**src/hw/rtl/bmss_pkg.sv**
```systemverilog
// shared types and constants for the block merge split sorter
package bmss_pkg;

  localparam int MAX_VALUES_DEF = 64;
  localparam int VALUE_W        = 8;

  // datapath commands issued by the controller
  typedef struct packed {
    logic load;       // capture incoming item, start insertion at the top
    logic rd_prev;    // read the slot below the insertion point
    logic shift;      // move the read slot up one place
    logic place;      // write the held value at the insertion point
    logic emit_start; // reset the output index
    logic emit_rd;    // read the slot at the output index
    logic emit_adv;   // step the output index
    logic clear;      // empty the store
  } cmd_t;

  // datapath status seen by the controller
  typedef struct packed {
    logic full;       // store holds the maximum number of values
    logic j_zero;     // insertion point at slot zero
    logic greater;    // read slot is above the held value
    logic emit_last;  // output index is on the final stored value
  } status_t;

endpackage

```
**src/hw/rtl/bmss_datapath.sv**
```systemverilog
// value store, insertion datapath and output register
module bmss_datapath #(
  parameter int MAX_VALUES = bmss_pkg::MAX_VALUES_DEF
) (
  input  logic                         clk,
  input  logic                         rst,
  input  bmss_pkg::cmd_t               cmd,
  input  logic [bmss_pkg::VALUE_W-1:0] value,
  output bmss_pkg::status_t            status,
  output logic [bmss_pkg::VALUE_W-1:0] rdata
);

  localparam int AW = (MAX_VALUES > 1) ? $clog2(MAX_VALUES) : 1;
  localparam int CW = $clog2(MAX_VALUES + 1);

  logic [bmss_pkg::VALUE_W-1:0] mem [MAX_VALUES];
  logic [bmss_pkg::VALUE_W-1:0] hold;
  logic [CW-1:0]                count;
  logic [AW-1:0]                j;
  logic [AW-1:0]                i;
  logic [AW-1:0]                raddr;
  logic [AW-1:0]                waddr;
  logic [bmss_pkg::VALUE_W-1:0] wdata;

  // one read port shared by insertion and output
  assign raddr = cmd.emit_rd ? i : AW'(j - AW'(1));
  assign waddr = j;
  assign wdata = cmd.shift ? rdata : hold;

  // store memory with registered read
  always_ff @(posedge clk) begin
    if (cmd.shift || cmd.place) begin
      mem[waddr] <= wdata;
    end
    if (cmd.rd_prev || cmd.emit_rd) begin
      rdata <= mem[raddr];
    end
  end

  // insertion point, held value and output index
  always_ff @(posedge clk) begin
    if (cmd.load) begin
      hold <= value;
      j    <= count[AW-1:0];
    end else if (cmd.shift) begin
      j <= AW'(j - AW'(1));
    end
    if (cmd.emit_start) begin
      i <= '0;
    end else if (cmd.emit_adv) begin
      i <= AW'(i + AW'(1));
    end
  end

  // fill count
  always_ff @(posedge clk) begin
    if (rst || cmd.clear) begin
      count <= '0;
    end else if (cmd.place) begin
      count <= CW'(count + CW'(1));
    end
  end

  assign status.full      = (count == CW'(MAX_VALUES));
  assign status.j_zero    = (j == '0);
  assign status.greater   = (rdata > hold);
  assign status.emit_last = (CW'(i) + CW'(1) == count);

endmodule

```
**src/hw/rtl/bmss_ctrl.sv**
```systemverilog
// controller state machine for loading, insertion and output
module bmss_ctrl (
  input  logic              clk,
  input  logic              rst,
  input  logic              in_valid,
  input  logic              in_last,
  output logic              in_ready,
  output logic              out_valid,
  input  logic              out_ready,
  input  bmss_pkg::status_t status,
  output bmss_pkg::cmd_t    cmd
);

  localparam logic [2:0] S_IDLE = 3'd0;
  localparam logic [2:0] S_RD   = 3'd1;
  localparam logic [2:0] S_CMP  = 3'd2;
  localparam logic [2:0] S_ERD  = 3'd3;
  localparam logic [2:0] S_EOUT = 3'd4;

  logic [2:0] state;
  logic [2:0] state_next;
  logic       last_flag;
  logic       last_flag_next;

  always_ff @(posedge clk) begin
    if (rst) begin
      state     <= S_IDLE;
      last_flag <= 1'b0;
    end else begin
      state     <= state_next;
      last_flag <= last_flag_next;
    end
  end

  assign in_ready  = (state == S_IDLE);
  assign out_valid = (state == S_EOUT);

  // next state and commands
  always_comb begin
    state_next     = state;
    last_flag_next = last_flag;
    cmd            = '0;
    unique case (state)
      S_IDLE: begin
        if (in_valid) begin
          last_flag_next = in_last;
          if (!status.full) begin
            cmd.load   = 1'b1;
            state_next = S_RD;
          end else if (in_last) begin
            cmd.emit_start = 1'b1;
            state_next     = S_ERD;
          end
        end
      end
      S_RD: begin
        if (status.j_zero) begin
          cmd.place      = 1'b1;
          cmd.emit_start = last_flag;
          state_next     = last_flag ? S_ERD : S_IDLE;
        end else begin
          cmd.rd_prev = 1'b1;
          state_next  = S_CMP;
        end
      end
      S_CMP: begin
        if (status.greater) begin
          cmd.shift  = 1'b1;
          state_next = S_RD;
        end else begin
          cmd.place      = 1'b1;
          cmd.emit_start = last_flag;
          state_next     = last_flag ? S_ERD : S_IDLE;
        end
      end
      S_ERD: begin
        cmd.emit_rd = 1'b1;
        state_next  = S_EOUT;
      end
      S_EOUT: begin
        if (out_ready) begin
          if (status.emit_last) begin
            cmd.clear  = 1'b1;
            state_next = S_IDLE;
          end else begin
            cmd.emit_adv = 1'b1;
            state_next   = S_ERD;
          end
        end
      end
      default: state_next = S_IDLE;
    endcase
  end

endmodule

```
**src/hw/rtl/block_merge_split_sorter.sv**
```systemverilog
// top level of the block merge split sorter
// each accepted item is inserted into a sorted store, or dropped if the store is
// full: stored values above it are read and shifted up one place at a time until
// a lower value or slot zero stops the scan, through the single store port
// after the item marked last, each result is read from the store and then offered
// until taken; the next batch is taken after the final result
// rst is synchronous, active high, and empties the store and the controller
module block_merge_split_sorter #(
  parameter int MAX_VALUES = bmss_pkg::MAX_VALUES_DEF
) (
  input  logic       clk,
  input  logic       rst,
  input  logic       s_tvalid,
  output logic       s_tready,
  input  logic [7:0] s_tdata,   // [7:0] value
  input  logic       s_tlast,
  output logic       m_tvalid,
  input  logic       m_tready,
  output logic [7:0] m_tdata,   // [7:0] sorted_value
  output logic       m_tlast
);

  bmss_pkg::cmd_t    cmd;
  bmss_pkg::status_t status;

  bmss_ctrl u_ctrl (
    .clk       (clk),
    .rst       (rst),
    .in_valid  (s_tvalid),
    .in_last   (s_tlast),
    .in_ready  (s_tready),
    .out_valid (m_tvalid),
    .out_ready (m_tready),
    .status    (status),
    .cmd       (cmd)
  );

  bmss_datapath #(.MAX_VALUES(MAX_VALUES)) u_datapath (
    .clk    (clk),
    .rst    (rst),
    .cmd    (cmd),
    .value  (s_tdata),
    .status (status),
    .rdata  (m_tdata)
  );

  assign m_tlast = status.emit_last;

endmodule

```
**config.mk**
```make
export PLATFORM = sky130hd
export DESIGN_NAME = block_merge_split_sorter
export DESIGN_NICKNAME = d
export VERILOG_FILES = /design/src/hw/rtl/bmss_pkg.sv /design/src/hw/rtl/bmss_datapath.sv /design/src/hw/rtl/bmss_ctrl.sv /design/src/hw/rtl/block_merge_split_sorter.sv
export SDC_FILE = /design/constraint.sdc
export NUM_CORES = 1
export LEC_CHECK = 0
export BUFFER_PORTS_ARGS = -buffer_cell sky130_fd_sc_hd__buf_4
export CORE_ASPECT_RATIO = 0.5
export CORE_MARGIN = 2
export CORE_UTILIZATION = 55
export DETAILED_ROUTE_END_ITERATION = 8
export PLACE_DENSITY = 0.76
export SKIP_LAST_GASP = 1
export SLEW_MARGIN = 10
export SYNTH_ARGS = -nofsm -noshare
export SYNTH_HDL_FRONTEND = slang
export SYNTH_HIERARCHICAL = 1
export SYNTH_SLANG_ARGS = --single-unit
export TNS_END_PERCENT = 20
```
**constraint.sdc**
```tcl
create_clock -name clk -period 7.8 [get_ports clk]
set_input_delay 1.17 -clock clk [delete_from_list [all_inputs] [get_ports clk]]
set_output_delay 1.17 -clock clk [all_outputs]
set_load 0.02 [all_outputs]
```
==> qor_table.md <==
| Group | Quantity | Value |
|---|---|---|
| outcome | Result of the run | completed |
| floorplan | Initial standard-cell utilization of the core | 55.8% |
| synthesis | Number of enable-type register cells in the synthesized netlist | 534 |
| synthesis | Syn Nets | 1233 |
| drt | TritonRoute pass-1 iters | 6 |
| placed design | Total of buffers placed on input and output ports | 23 |
| drt | Number of DRC violations after detailed routing | 0 |
| placed design | Final weighted congestion in routability-driven placement | 0.882 |
| synthesis | Sequential-to-total area share from yosys stat | 72.5% |
| layout | Non-filler cells in the finished layout | 1804 |
| layout | Number of inserted diodes | 0 |
| synthesis | Post-synthesis instance total | 1208 |
| drt | Total number of vias | 11800 |
| timing | Final clock skew | 0.0233 ns |
| power | Worst voltage drop across the vdd grid | 0.193 mV |
| timing | Portion of the clock cycle consumed by the worst path in the final layout | 60.2% |
| cts | PostCTS Resize Cnt | 0 |
| power | Switching share of power | 27.5% |
| setup path | Critical path class | reg2reg |
| placed design | HPWL after DPL | 31.0 mm |
| synthesis | Number of flip-flops and latches in the synthesized netlist | 551 |
| global route | Wire length of the first global-routing pass | 75.2 mm |
| layout | Commonest non-fill, non-tap cells in the layout | sky130_fd_sc_hd__edfxtp_1, sky130_fd_sc_hd__mux4_2, sky130_fd_sc_hd__nor2_1 |
| timing | Time the worst path needs with I/O delays and setup | 4.70 ns |
| synthesis | Cell area after synthesis | 0.0226 mm^2 |
| drt | 1st-iter DRT viols | 1434 |
| global route | Global route overflow | 0 |
| setup path | Data required time of the worst path | 8.05 ns |
| floorplan | Die Y-Extent | 147 um |
| timing | Remaining max-slew budget at the tightest pin | 24.5% |
| cts | CTS tree | done |
| timing | Final Slew Violations | 0 |
| layout | Most frequent standard cell in the layout excluding fill and tap cells | sky130_fd_sc_hd__edfxtp_1 |
| cts | H-tree lvl count | 2 |
| setup path | Worst path slowest cell | sky130_fd_sc_hd__mux2i_4 |
| timing | Fin worst setup slack | 3.10 ns |
| floorplan | Chip Width | 291 um |
| run | Count of max-cap constraint violations | 0 |
| power | Static Leak | 7.80 nW |
| layout | Post-synthesis to final-layout area growth | 9.92% |
| cts | Clock root buffer | sky130_fd_sc_hd__clkbuf_16 |
| synthesis | Yosys warnings | 6 |
| setup path | Top fanout value on the critical path | 45 |
| setup path | Data arrival time at the worst-slack endpoint | 4.95 ns |
| power | Power density over the cells | 292 mW/mm^2 |
| cts | Hold bufs inserted after CTS | 0 |
| setup path | Biggest cell delay along the critical path | 0.79 ns |
| layout | Post-layout net count | 1256 |
| drt | Via count normalized by instance count | 6.54 |
| timing | Setup total negative slack | 0 ns |
| timing | Count of final hold-check violations | 0 |
| global route | Number of global-route vias before repair | 11600 |
| cts | CTS sink count | 551 |
| global route | Pin count of the biggest net entering global routing | 105 |
| power | Sequential fraction of design power | 47.2% |
| cts | Post-CTS setup repair buffer count | 0 |
| synthesis | Post-synthesis cell type count | 58 |
| synthesis | Predominant post-synthesis flop cell | sky130_fd_sc_hd__edfxtp_1 |
| floorplan | IO Count | 24 |
| placed design | Setup Slack @ Placement | 3.15 ns |
| placed design | Placed cell count | 1723 |
| power | Total internal power | 5.25 mW |
| drt | Number of routed nets with antenna violations | 0 |
| timing | Number of endpoints failing setup at the final stage | 0 |
| drt | Total Routed Length | 49.9 mm |
| cts | Latest clock arrival within the worst-skew pair | 0.57 ns |
| setup path | Crit path max-delay family | multiplexers |
| setup path | CP Launch Type | flip-flop |
| power | Relative contribution of the clock network to total power | 32.2% |
| hold path | Path category of the worst min-delay check | reg2reg |
| drt | Average wire per cell in the routed design | 27.7 um |
| floorplan | Die Footprint | 0.0428 mm^2 |
| cts | Clock Path Buffers | 3 |
| setup path | Ordered list of cells on the worst path | and3b_1 -> mux2i_4 -> buf_4 -> mux4_2 -> a211oi_1 -> nor3_1 -> a22oi_1 -> o221ai_1 |
| timing | RSZ-0062 raised after global routing | false |
| setup path | Kind of end point of the critical path | flip-flop |
| cts | Total CTS buffers | 46 |
| power | Switching component of the power | 1.99 mW |
| global route | GRT Overall Usage | 23.7% |
| layout | Proportion of layout cells with a drive suffix above 1 | 21.7% |
| synthesis | Async S/R FF share, synth | 0% |
| synthesis | Post-synthesis area per instance | 18.7 um^2 |
| timing | Worst-margin pin slew | 1.13 ns |
| timing | Final hold slack | 0.555 ns |
| floorplan | Number of standard-cell rows in the floorplan | 52 |
| timing | Achievable clock frequency | 0.213 GHz |
| cts | Reg clk slew, reported paths | 0.07 ns |
| global route | Initial antenna violation count | 1 |
| floorplan | Standard cell core area | 0.0405 mm^2 |
| setup path | CP bufs+invs | 1 |
| power | Combinational cell fraction of total power | 20.6% |
## logic make-up (layout without fill, tap and decap cells)
family / after synthesis / in the layout / synth area share, %
XOR/XNOR: 17 / 17 / 0.659
adder cells (fa/ha/maj): 12 / 12 / 0.665
AND/OR/NAND/NOR: 216 / 216 / 4.84
AO/OA/AOI/OAI: 144 / 144 / 4.05
flip-flops: 551 / 551 / 72.5
buffers and inverters: 85 / 141 / 1.99
multiplexers: 183 / 183 / 15.3
## flip-flops by register name, indices dropped and copies added, names as in the netlist
name,flops
u_datapath/mem,512
u_datapath/hold,8
u_datapath/rdata,8
u_datapath/count,7
u_datapath/i,6
u_datapath/j,6
u_ctrl/state,3
u_ctrl/last_flag,1
## cell type report
class,count,area [um^2]
Sequential cell,551,16400
Fill cell,2754,15600
Multi-Input combinational cell,572,5870
Clock buffer,52,1190
Tap cell,540,676
Timing Repair Buffer,42,328
Clock inverter,29,310
Inverter,18,67.6
## worst paths after layout
path	from	endpoint	slack (ns)	depth (start not counted)
setup / recovery	u_ctrl/state[1]$_SDFFE_PP0P_	u_datapath/rdata[1]$_DFFE_PP_	3.10	8
hold / removal	u_ctrl/last_flag$_SDFFE_PP0P_	u_ctrl/state[0]$_SDFFE_PP0P_	0.55	2
setup reg to reg	u_ctrl/state[1]$_SDFFE_PP0P_	u_datapath/rdata[1]$_DFFE_PP_	3.10	8
hold reg to reg	u_ctrl/last_flag$_SDFFE_PP0P_	u_ctrl/state[0]$_SDFFE_PP0P_	0.55	2
## synth_stat cells (3+ instances only)
master | instances | share of area [%]
sky130_fd_sc_hd__nand2_1 | 30 | 0.50
sky130_fd_sc_hd__nor2_1 | 90 | 1.5
sky130_fd_sc_hd__xnor2_1 | 7 | 0.27
sky130_fd_sc_hd__nor2b_1 | 5 | 0.14
sky130_fd_sc_hd__nor3b_2 | 3 | 0.17
sky130_fd_sc_hd__nor3b_1 | 3 | 0.10
sky130_fd_sc_hd__edfxtp_1 | 534 | 71
sky130_fd_sc_hd__clkbuf_1 | 21 | 0.35
sky130_fd_sc_hd__o21ai_0 | 23 | 0.51
sky130_fd_sc_hd__buf_6 | 6 | 0.30
sky130_fd_sc_hd__a211oi_1 | 34 | 1.1
sky130_fd_sc_hd__o21ai_1 | 10 | 0.22
sky130_fd_sc_hd__nand3b_1 | 4 | 0.13
sky130_fd_sc_hd__or3_1 | 7 | 0.19
sky130_fd_sc_hd__and3_1 | 3 | 0.083
sky130_fd_sc_hd__nand4_1 | 5 | 0.14
sky130_fd_sc_hd__mux2i_1 | 41 | 1.8
sky130_fd_sc_hd__a22oi_1 | 8 | 0.27
sky130_fd_sc_hd__dfxtp_1 | 17 | 1.5
sky130_fd_sc_hd__o221ai_1 | 8 | 0.31
sky130_fd_sc_hd__buf_2 | 23 | 0.51
sky130_fd_sc_hd__or2_2 | 4 | 0.11
sky130_fd_sc_hd__nor3_1 | 22 | 0.49
sky130_fd_sc_hd__mux4_2 | 128 | 13
sky130_fd_sc_hd__xor2_1 | 10 | 0.39
sky130_fd_sc_hd__mux2_2 | 14 | 0.70
sky130_fd_sc_hd__buf_4 | 15 | 0.50
sky130_fd_sc_hd__inv_1 | 17 | 0.28
sky130_fd_sc_hd__ha_1 | 12 | 0.66
sky130_fd_sc_hd__nand2b_1 | 7 | 0.19
sky130_fd_sc_hd__a21oi_1 | 48 | 1.1
sky130_fd_sc_hd__nand3_1 | 18 | 0.40
## metal layers
metal	track usage (%)	routed length (um)
met3	5.36	4650
met4	5.08	930
met1	34.6	20700
met2	37.5	23700
met5	0	13
## power by group through the flow
stage	sequential (mW)	combinational [mW]	clock, mW
after global placement	3.48	1.45	0
after CTS	3.42	1.48	2.38
after global routing	3.42	1.57	2.49
final	3.42	1.49	2.33
after detailed placement	3.48	1.47	0
after floorplan	3.47	1.03	0
## metrics by stage
step | util (%) | power, mW | area (um^2)
4_1_cts | 61.3 | 7.27 | 24800
2_1_floorplan | - | 4.50 | 22600
5_1_grt | 61.3 | 7.49 | 24800
3_5_place_dp | 57.6 | 4.95 | 23300
6_report | 61.3 | 7.24 | 24800
3_3_place_gp | 57.6 | 4.92 | 23300
## worst register-to-register path, stage by stage (launching register included)
cell	delay (ns)
sky130_fd_sc_hd__dfxtp_1	0.63
sky130_fd_sc_hd__and3b_1	0.72
sky130_fd_sc_hd__mux2i_4	0.79
sky130_fd_sc_hd__buf_4	0.67
sky130_fd_sc_hd__mux4_2	0.46
sky130_fd_sc_hd__a211oi_1	0.47
sky130_fd_sc_hd__nor3_1	0.15
sky130_fd_sc_hd__a22oi_1	0.21
sky130_fd_sc_hd__o221ai_1	0.27
Power figures use the tool's default switching activity.
